## config.mk

```make
export PLATFORM = sky130hd
export DESIGN_NAME = calendar_to_seconds_count_flat
export DESIGN_NICKNAME = d
export VERILOG_FILES = /design/src/hdl/c2s_pkg.sv /design/src/hdl/c2s_in_if.sv /design/src/hdl/c2s_out_if.sv /design/src/hdl/calendar_to_seconds_count.sv /design/src/hdl/c2s_capture.sv /design/src/hdl/c2s_sum.sv /design/src/flat_wrapper.sv
export SDC_FILE = /design/constraint.sdc
export NUM_CORES = 1
export LEC_CHECK = 0
export ABC_CLOCK_PERIOD_IN_PS = 9600
export BUFFER_PORTS_ARGS = -buffer_cell sky130_fd_sc_hd__buf_2
export CORE_MARGIN = 10
export CORE_UTILIZATION = 55
export DETAILED_ROUTE_END_ITERATION = 7
export GPL_TIMING_DRIVEN = 0
export PLACE_DENSITY = 0.73
export SKIP_LAST_GASP = 1
export SYNTH_ARGS = -nofsm -noshare
export SYNTH_HDL_FRONTEND = slang
export SYNTH_SLANG_ARGS = --single-unit
```

## constraint.sdc

```tcl
create_clock -name clk -period 9.6 [get_ports clk]
set_clock_uncertainty 0.15 [all_clocks]
set_input_delay 0.96 -clock clk [delete_from_list [all_inputs] [get_ports clk]]
set_output_delay 0.96 -clock clk [all_outputs]
set_load 0.01 [all_outputs]
```

## src/hdl/c2s_pkg.sv

```systemverilog
package c2s_pkg;

  // Field types of one calendar reading
  typedef logic [5:0] second_t;
  typedef logic [5:0] minute_t;
  typedef logic [4:0] hour_t;
  typedef logic [4:0] day_t;
  typedef logic [3:0] month_t;
  typedef logic [6:0] year_t;

  // Internal and result types
  typedef logic [7:0]  century_t;
  typedef logic [15:0] days_t;
  typedef logic [16:0] tod_t;
  typedef logic [8:0]  month_days_t;
  typedef logic [39:0] total_t;

  // Fixed constants (century is 36524.219 days in seconds, truncated)
  localparam logic [31:0] CenturySeconds   = 32'd3155692521;
  localparam logic [16:0] SecondsPerDay    = 17'd86400;
  localparam logic [11:0] SecondsPerHour   = 12'd3600;
  localparam logic [5:0]  SecondsPerMinute = 6'd60;
  localparam logic [8:0]  DaysNormalYear   = 9'd365;
  localparam year_t       LastYearOfCentury = 7'd99;
  localparam month_t      MonthsPerYear    = 4'd12;

  // Registered reading between capture and sum stages
  typedef struct packed {
    century_t century;
    days_t    days;
    tod_t     tod;
  } stage_t;

  // Days before a month, indexed by number of whole months (0..12)
  function automatic month_days_t days_before_month(input month_t whole, input logic leap);
    month_days_t base;
    base = 9'd0;
    case (whole)
      4'd0:    base = 9'd0;
      4'd1:    base = 9'd31;
      4'd2:    base = 9'd59;
      4'd3:    base = 9'd90;
      4'd4:    base = 9'd120;
      4'd5:    base = 9'd151;
      4'd6:    base = 9'd181;
      4'd7:    base = 9'd212;
      4'd8:    base = 9'd243;
      4'd9:    base = 9'd273;
      4'd10:   base = 9'd304;
      4'd11:   base = 9'd334;
      default: base = 9'd365;
    endcase
    // leap day counts once February is complete
    if (leap && (whole >= 4'd2)) begin
      base = base + 9'd1;
    end
    return base;
  endfunction

endpackage

```

## src/hdl/c2s_in_if.sv

```systemverilog
interface c2s_in_if;
  logic                valid;
  logic                ready;
  c2s_pkg::second_t    second_of_minute;
  c2s_pkg::minute_t    minute_of_hour;
  c2s_pkg::hour_t      hour_of_day;
  c2s_pkg::day_t       day_of_month;
  c2s_pkg::month_t     month_of_year;
  c2s_pkg::year_t      year_in_century;

  modport source (
    output valid, second_of_minute, minute_of_hour, hour_of_day,
           day_of_month, month_of_year, year_in_century,
    input  ready
  );
  modport sink (
    input  valid, second_of_minute, minute_of_hour, hour_of_day,
           day_of_month, month_of_year, year_in_century,
    output ready
  );
endinterface

```

## src/hdl/c2s_out_if.sv

```systemverilog
interface c2s_out_if;
  logic            valid;
  logic            ready;
  c2s_pkg::total_t total_seconds;

  modport source (output valid, total_seconds, input ready);
  modport sink (input valid, total_seconds, output ready);
endinterface

```

## src/hdl/calendar_to_seconds_count.sv

```systemverilog
// Channel  Role    Payload
// reading  sink    second_of_minute, minute_of_hour, hour_of_day,
//                  day_of_month, month_of_year, year_in_century
// result   source  total_seconds (40 bits)
//
// One transaction per cycle sustained while result is not stalled; a reading
// passes the capture register, then the result register, before its result appears.
// The capture stage sets the day count, time of day and century roll; the
// result stage forms the two constant products and the sum.
// A stall on result holds both registers and drops reading.ready once full.
// Synchronous reset clears the valid flags, last year seen and century count.
module calendar_to_seconds_count (
  input  logic      clk,
  input  logic      rst,
  c2s_in_if.sink    reading,
  c2s_out_if.source result
);
  import c2s_pkg::*;

  logic   stage_valid;
  logic   stage_ready;
  stage_t stage;

  c2s_capture u_capture (
    .clk         (clk),
    .rst         (rst),
    .reading     (reading),
    .stage_ready (stage_ready),
    .stage_valid (stage_valid),
    .stage       (stage)
  );

  c2s_sum u_sum (
    .clk         (clk),
    .rst         (rst),
    .stage_valid (stage_valid),
    .stage       (stage),
    .stage_ready (stage_ready),
    .result      (result)
  );

endmodule

```

## src/hdl/c2s_capture.sv

```systemverilog
module c2s_capture (
  input  logic            clk,
  input  logic            rst,
  c2s_in_if.sink          reading,
  input  logic            stage_ready,
  output logic            stage_valid,
  output c2s_pkg::stage_t stage
);
  import c2s_pkg::*;

  year_t    last_year;
  century_t century;
  century_t century_next;
  logic     accept;
  logic     leap;
  month_t   whole_months;
  days_t    year_ext;
  days_t    year_days;
  days_t    days;
  tod_t     tod;

  // Stage register frees when empty or when its transaction moves on
  assign reading.ready = !stage_valid || stage_ready;
  assign accept        = reading.valid && reading.ready;

  // Century roll: 99 followed by 0
  always_comb begin
    century_next = century;
    if ((last_year == LastYearOfCentury) && (reading.year_in_century == 7'd0)) begin
      century_next = century + 8'd1;
    end
  end

  // Day count: whole years, whole months, then the day as given
  always_comb begin
    leap = (reading.year_in_century[1:0] == 2'd0);
    if (reading.month_of_year == 4'd0) begin
      whole_months = 4'd0;
    end else if (reading.month_of_year > MonthsPerYear) begin
      whole_months = MonthsPerYear;
    end else begin
      whole_months = reading.month_of_year - 4'd1;
    end
    year_ext  = {9'd0, reading.year_in_century};
    year_days = year_ext * {7'd0, DaysNormalYear} + ((year_ext + 16'd3) >> 2);
    days      = year_days + {7'd0, days_before_month(whole_months, leap)}
              + {11'd0, reading.day_of_month};
  end

  // Time of day in seconds
  always_comb begin
    tod = {12'd0, reading.hour_of_day} * {5'd0, SecondsPerHour}
        + {11'd0, reading.minute_of_hour} * {11'd0, SecondsPerMinute}
        + {11'd0, reading.second_of_minute};
  end

  // Control and century state
  always_ff @(posedge clk) begin
    if (rst) begin
      stage_valid <= 1'b0;
      last_year   <= '0;
      century     <= '0;
    end else begin
      if (accept) begin
        stage_valid <= 1'b1;
        last_year   <= reading.year_in_century;
        century     <= century_next;
      end else if (stage_ready) begin
        stage_valid <= 1'b0;
      end
    end
  end

  // Payload
  always_ff @(posedge clk) begin
    if (accept) begin
      stage.century <= century_next;
      stage.days    <= days;
      stage.tod     <= tod;
    end
  end

endmodule

```

## src/hdl/c2s_sum.sv

```systemverilog
module c2s_sum (
  input  logic            clk,
  input  logic            rst,
  input  logic            stage_valid,
  input  c2s_pkg::stage_t stage,
  output logic            stage_ready,
  c2s_out_if.source       result
);
  import c2s_pkg::*;

  total_t century_part;
  total_t day_part;
  total_t total;
  logic   load;

  // Result register takes a transaction when empty or being drained
  assign stage_ready = !result.valid || result.ready;
  assign load        = stage_valid && stage_ready;

  // Two constant products in parallel, then the sum
  always_comb begin
    century_part = {32'd0, stage.century} * {8'd0, CenturySeconds};
    day_part     = {24'd0, stage.days} * {23'd0, SecondsPerDay};
    total        = century_part + day_part + {23'd0, stage.tod};
  end

  always_ff @(posedge clk) begin
    if (rst) begin
      result.valid <= 1'b0;
    end else begin
      if (load) begin
        result.valid <= 1'b1;
      end else if (result.ready) begin
        result.valid <= 1'b0;
      end
    end
  end

  always_ff @(posedge clk) begin
    if (load) begin
      result.total_seconds <= total;
    end
  end

endmodule
```

## src/flat_wrapper.sv

```systemverilog
// flat-port wrapper written by rule: the top's interface ports become plain ports
module calendar_to_seconds_count_flat import c2s_pkg::*;
  (clk, rst, reading_valid, reading_second_of_minute, reading_minute_of_hour, reading_hour_of_day, reading_day_of_month, reading_month_of_year, reading_year_in_century, reading_ready, result_valid, result_total_seconds, result_ready);
  c2s_in_if reading_i ();
  c2s_out_if result_i ();
  input  logic clk;
  input  logic rst;
  input wire logic [$bits(reading_i.valid)-1:0] reading_valid;
  input wire logic [$bits(reading_i.second_of_minute)-1:0] reading_second_of_minute;
  input wire logic [$bits(reading_i.minute_of_hour)-1:0] reading_minute_of_hour;
  input wire logic [$bits(reading_i.hour_of_day)-1:0] reading_hour_of_day;
  input wire logic [$bits(reading_i.day_of_month)-1:0] reading_day_of_month;
  input wire logic [$bits(reading_i.month_of_year)-1:0] reading_month_of_year;
  input wire logic [$bits(reading_i.year_in_century)-1:0] reading_year_in_century;
  output wire logic [$bits(reading_i.ready)-1:0] reading_ready;
  output wire logic [$bits(result_i.valid)-1:0] result_valid;
  output wire logic [$bits(result_i.total_seconds)-1:0] result_total_seconds;
  input wire logic [$bits(result_i.ready)-1:0] result_ready;
  assign reading_i.valid = reading_valid;
  assign reading_i.second_of_minute = reading_second_of_minute;
  assign reading_i.minute_of_hour = reading_minute_of_hour;
  assign reading_i.hour_of_day = reading_hour_of_day;
  assign reading_i.day_of_month = reading_day_of_month;
  assign reading_i.month_of_year = reading_month_of_year;
  assign reading_i.year_in_century = reading_year_in_century;
  assign reading_ready = reading_i.ready;
  assign result_valid = result_i.valid;
  assign result_total_seconds = result_i.total_seconds;
  assign result_i.ready = result_ready;
  calendar_to_seconds_count u_core (.clk(clk), .rst(rst), .reading(reading_i), .result(result_i));
endmodule
```

==> metrics.md <==
| Metric | Value |
|---|---|
| CP Data Arrival Time | 8.90 ns |
| Largest cells by area after synthesis | ha_1, fa_1, edfxtp_1 |
| EDFF count, synth | 81 |
| CTS tree | built |
| Clk sink count | 98 |
| Die ar. | 0.0344 mm2 |
| CP endpoint kind | register |
| Root buffer cell | clkbuf_16 |
| Syn nets | 2012 |
| Fin cells | 1921 |
| Post-synth top area share | 0.278 |
| Hold Crit Class | register to register |
| Hold Vio Cnt, Final | 0 |
| Post-DR vias/cell | 5.47 |
| Crit-path max cell delay | 0.56 ns |
| Primary FF master, synth | edfxtp_1 |
| Adder-cell share of the synthesized area | 0.484 |
| Routed WL | 29.7 mm |
| RSZ-0062 raised after global routing | false |
| Clock Pin Slew Worst Setup and Hold Paths | 0.08 ns |
| Period minus WS final | 8.94 ns |
| Largest net degree at the start of global routing | 34 |
| Post-Syn Area | 0.0151 mm2 |
| Worst-Margin Slew | 0.882 ns |
| Number of cell rows | 60 |
| Nets | 2101 |
| Port Buffer Count | 76 |
| Post-CTS Setup Bufs | 0 |
| Fin. max-slew vios | 0 |
| Routability cong. | 0.923 |
| Synth cell types | 79 |
| Ys Warns | 0 |
| Slew margin rel. | 0.412 |
| Main combinational cell family by area after synthesis | adder cells |
| Post-synthesis compound-gate area fraction | 0.114 |
| Cell count after synthesis | 1486 |
| Fillers | 2235 |
| Maxcap violations | 0 |
| CP Class | register to register |
| Die height | 185 um |
| IO Count | 79 |
| Layout cells sized above 1 | 0.0873 |
| Post-CTS Hold Fix Bufs | 0 |
| Synth cell count leaders | ha_1, inv_1, fa_1, a21oi_1, edfxtp_1 |
| Vias in the first global route | 10.9k |
| Final HPWL DP | 25.4 mm |
| Count leader, synth | ha_1 |
| Remaining DRCs | 0 |
| Global-route wire length before repair | 50.9 mm |
| Antenna Violating Nets Remaining | 0 |
| Leading area contributor after synthesis | ha_1 |
| GRT Total Usage | 0.180 |
| Seq/Total Area, Yosys | 0.184 |
| Synth Area in Simple Gates | 0.0665 |
| CP max FO | 7 |
| Die X | 185 um |
| Inst Count DP | 1905 |
| TritonRoute pass-1 iters | 5 |
| FF+latch count, synth | 98 |
| Avg Inst Size Synth | 10.1 um2 |
| Antenna violations before repair | 0 |
| Initial Util | 0.559 |
| Synth-to-Final Area Change | 7.72% |
| Grt total ovfl | 0 |
| Drt initial violations | 484 |
| Clock Latency Late Sink | 0.37 ns |
| Setup Total Neg Slack | 0 ns |
| N_diodes | 0 |
| Status | finished, final reports clean |
| Htree depth | 3 |
| Mux share of post-synthesis cell area | 0.00424 |
| CP max stage cell | fa_1 |
| WP data required | 9.56 ns |
| Post_cts resized | 0 |
| Num CTS Buffers | 9 |
| Clock tree buffer depth | 2 |
| Post-Synth XOR/XNOR Area | 0.0657 |
| Final Setup Violations | 0 |
| Crit start category | register |
| Max frequency | 0.112 GHz |
| FFs w/ async S/R, synth | 0 |
| Drt wl/cell | 15.5 um |
| Core Box Area | 0.0270 mm2 |
| Period utilization | 0.931 |
| Vias after detailed routing | 10.5k |
through the flow:
stage	hold slack [ns]	setup slack, ns	utilization	cell area [um2]
5_1_grt	0.337	0.263	0.602	16200
4_1_cts	0.313	0.702	0.602	16200
6_report	0.307	0.662	0.602	16200
3_3_place_gp	0.292	0.870	0.589	15900
3_5_place_dp	0.301	0.768	0.590	15900
2_1_floorplan	0.282	1.53	-	15100
routing by layer:
| layer | vias up | track usage | share of wire |
|---|---|---|---|
| li1 | 5197 | - | - |
| met1 | 5117 | 0.226 | 0.45 |
| met2 | 169 | 0.316 | 0.50 |
| met3 | 25 | 0.0322 | 0.042 |
| met4 | 0 | 0.0374 | 0.013 |
| met5 | - | 0 | 0 |
kinds of logic after synthesis:
group           Yosys count
fa+ha+maj               490
compound gates          262
simple gates            202
flops                    98
xor+xnor                113
mux                       6
buf+inv                 315
area by class of cell:
| class | count | area (um2) | area share |
|---|---|---|---|
| Multi-Input combinational cell | 1073 | 11100 | 0.682 |
| Sequential cell | 98 | 2770 | 0.171 |
| Inverter | 296 | 1110 | 0.0685 |
| Tap cell | 341 | 427 | 0.0263 |
| Timing Repair Buffer | 78 | 420 | 0.0259 |
| Clock buffer | 9 | 225 | 0.0139 |
| Buffer | 19 | 119 | 0.00733 |
| Clock inverter | 7 | 81.3 | 0.00501 |
worst max-delay path, delay by kind of cell (launching register included):
family | cells | cell delay, ns
AOI/OAI and AO/OA | 11 | 2.21
and+or+nand+nor | 2 | 0.25
DFF | 1 | 0.47
xor gates and xnor gates | 2 | 0.29
adders and majority gates | 12 | 4.61
buffers and inverters | 6 | 0.69
sequential cells by signal (all words and copies together), names as in the netlist:
register                           flops
u_core.u_capture.last_year             7
u_core.u_sum.result.total_seconds     40
u_core.u_sum.result.valid              1
u_core.u_capture.stage_valid           1
u_core.u_capture.stage                41
u_core.u_capture.century               8
worst paths after layout:
path	start	endpoint	slack [ns]	cells after the start
min	u_core.u_capture.last_year[1]$_SDFFE_PP0P_	u_core.u_capture.last_year[1]$_SDFFE_PP0P_	0.31	2
max reg2reg	u_core.u_capture.stage[20]$_DFFE_PP_	u_core.u_sum.result.total_seconds[37]$_DFFE_PP_	0.66	33
min reg2reg	u_core.u_capture.last_year[1]$_SDFFE_PP0P_	u_core.u_capture.last_year[1]$_SDFFE_PP0P_	0.31	2
max	u_core.u_capture.stage[20]$_DFFE_PP_	u_core.u_sum.result.total_seconds[37]$_DFFE_PP_	0.66	33
layout by cell type, fill, tap and decap left out, types with 17 or more instances in the layout:
master	instances
ha_1	334
inv_1	294
fa_1	155
a21oi_1	98
edfxtp_1	81
buf_2	76
xnor2_1	71
nand2_1	64
nor2_1	52
xor2_1	42
o21ai_0	39
a21o_1	24
nor3_1	20
dfxtp_1	17
Power is left out: the tool's default activity adds up to more than one toggle a clock period on the data nets, which glitch-free logic cannot reach.
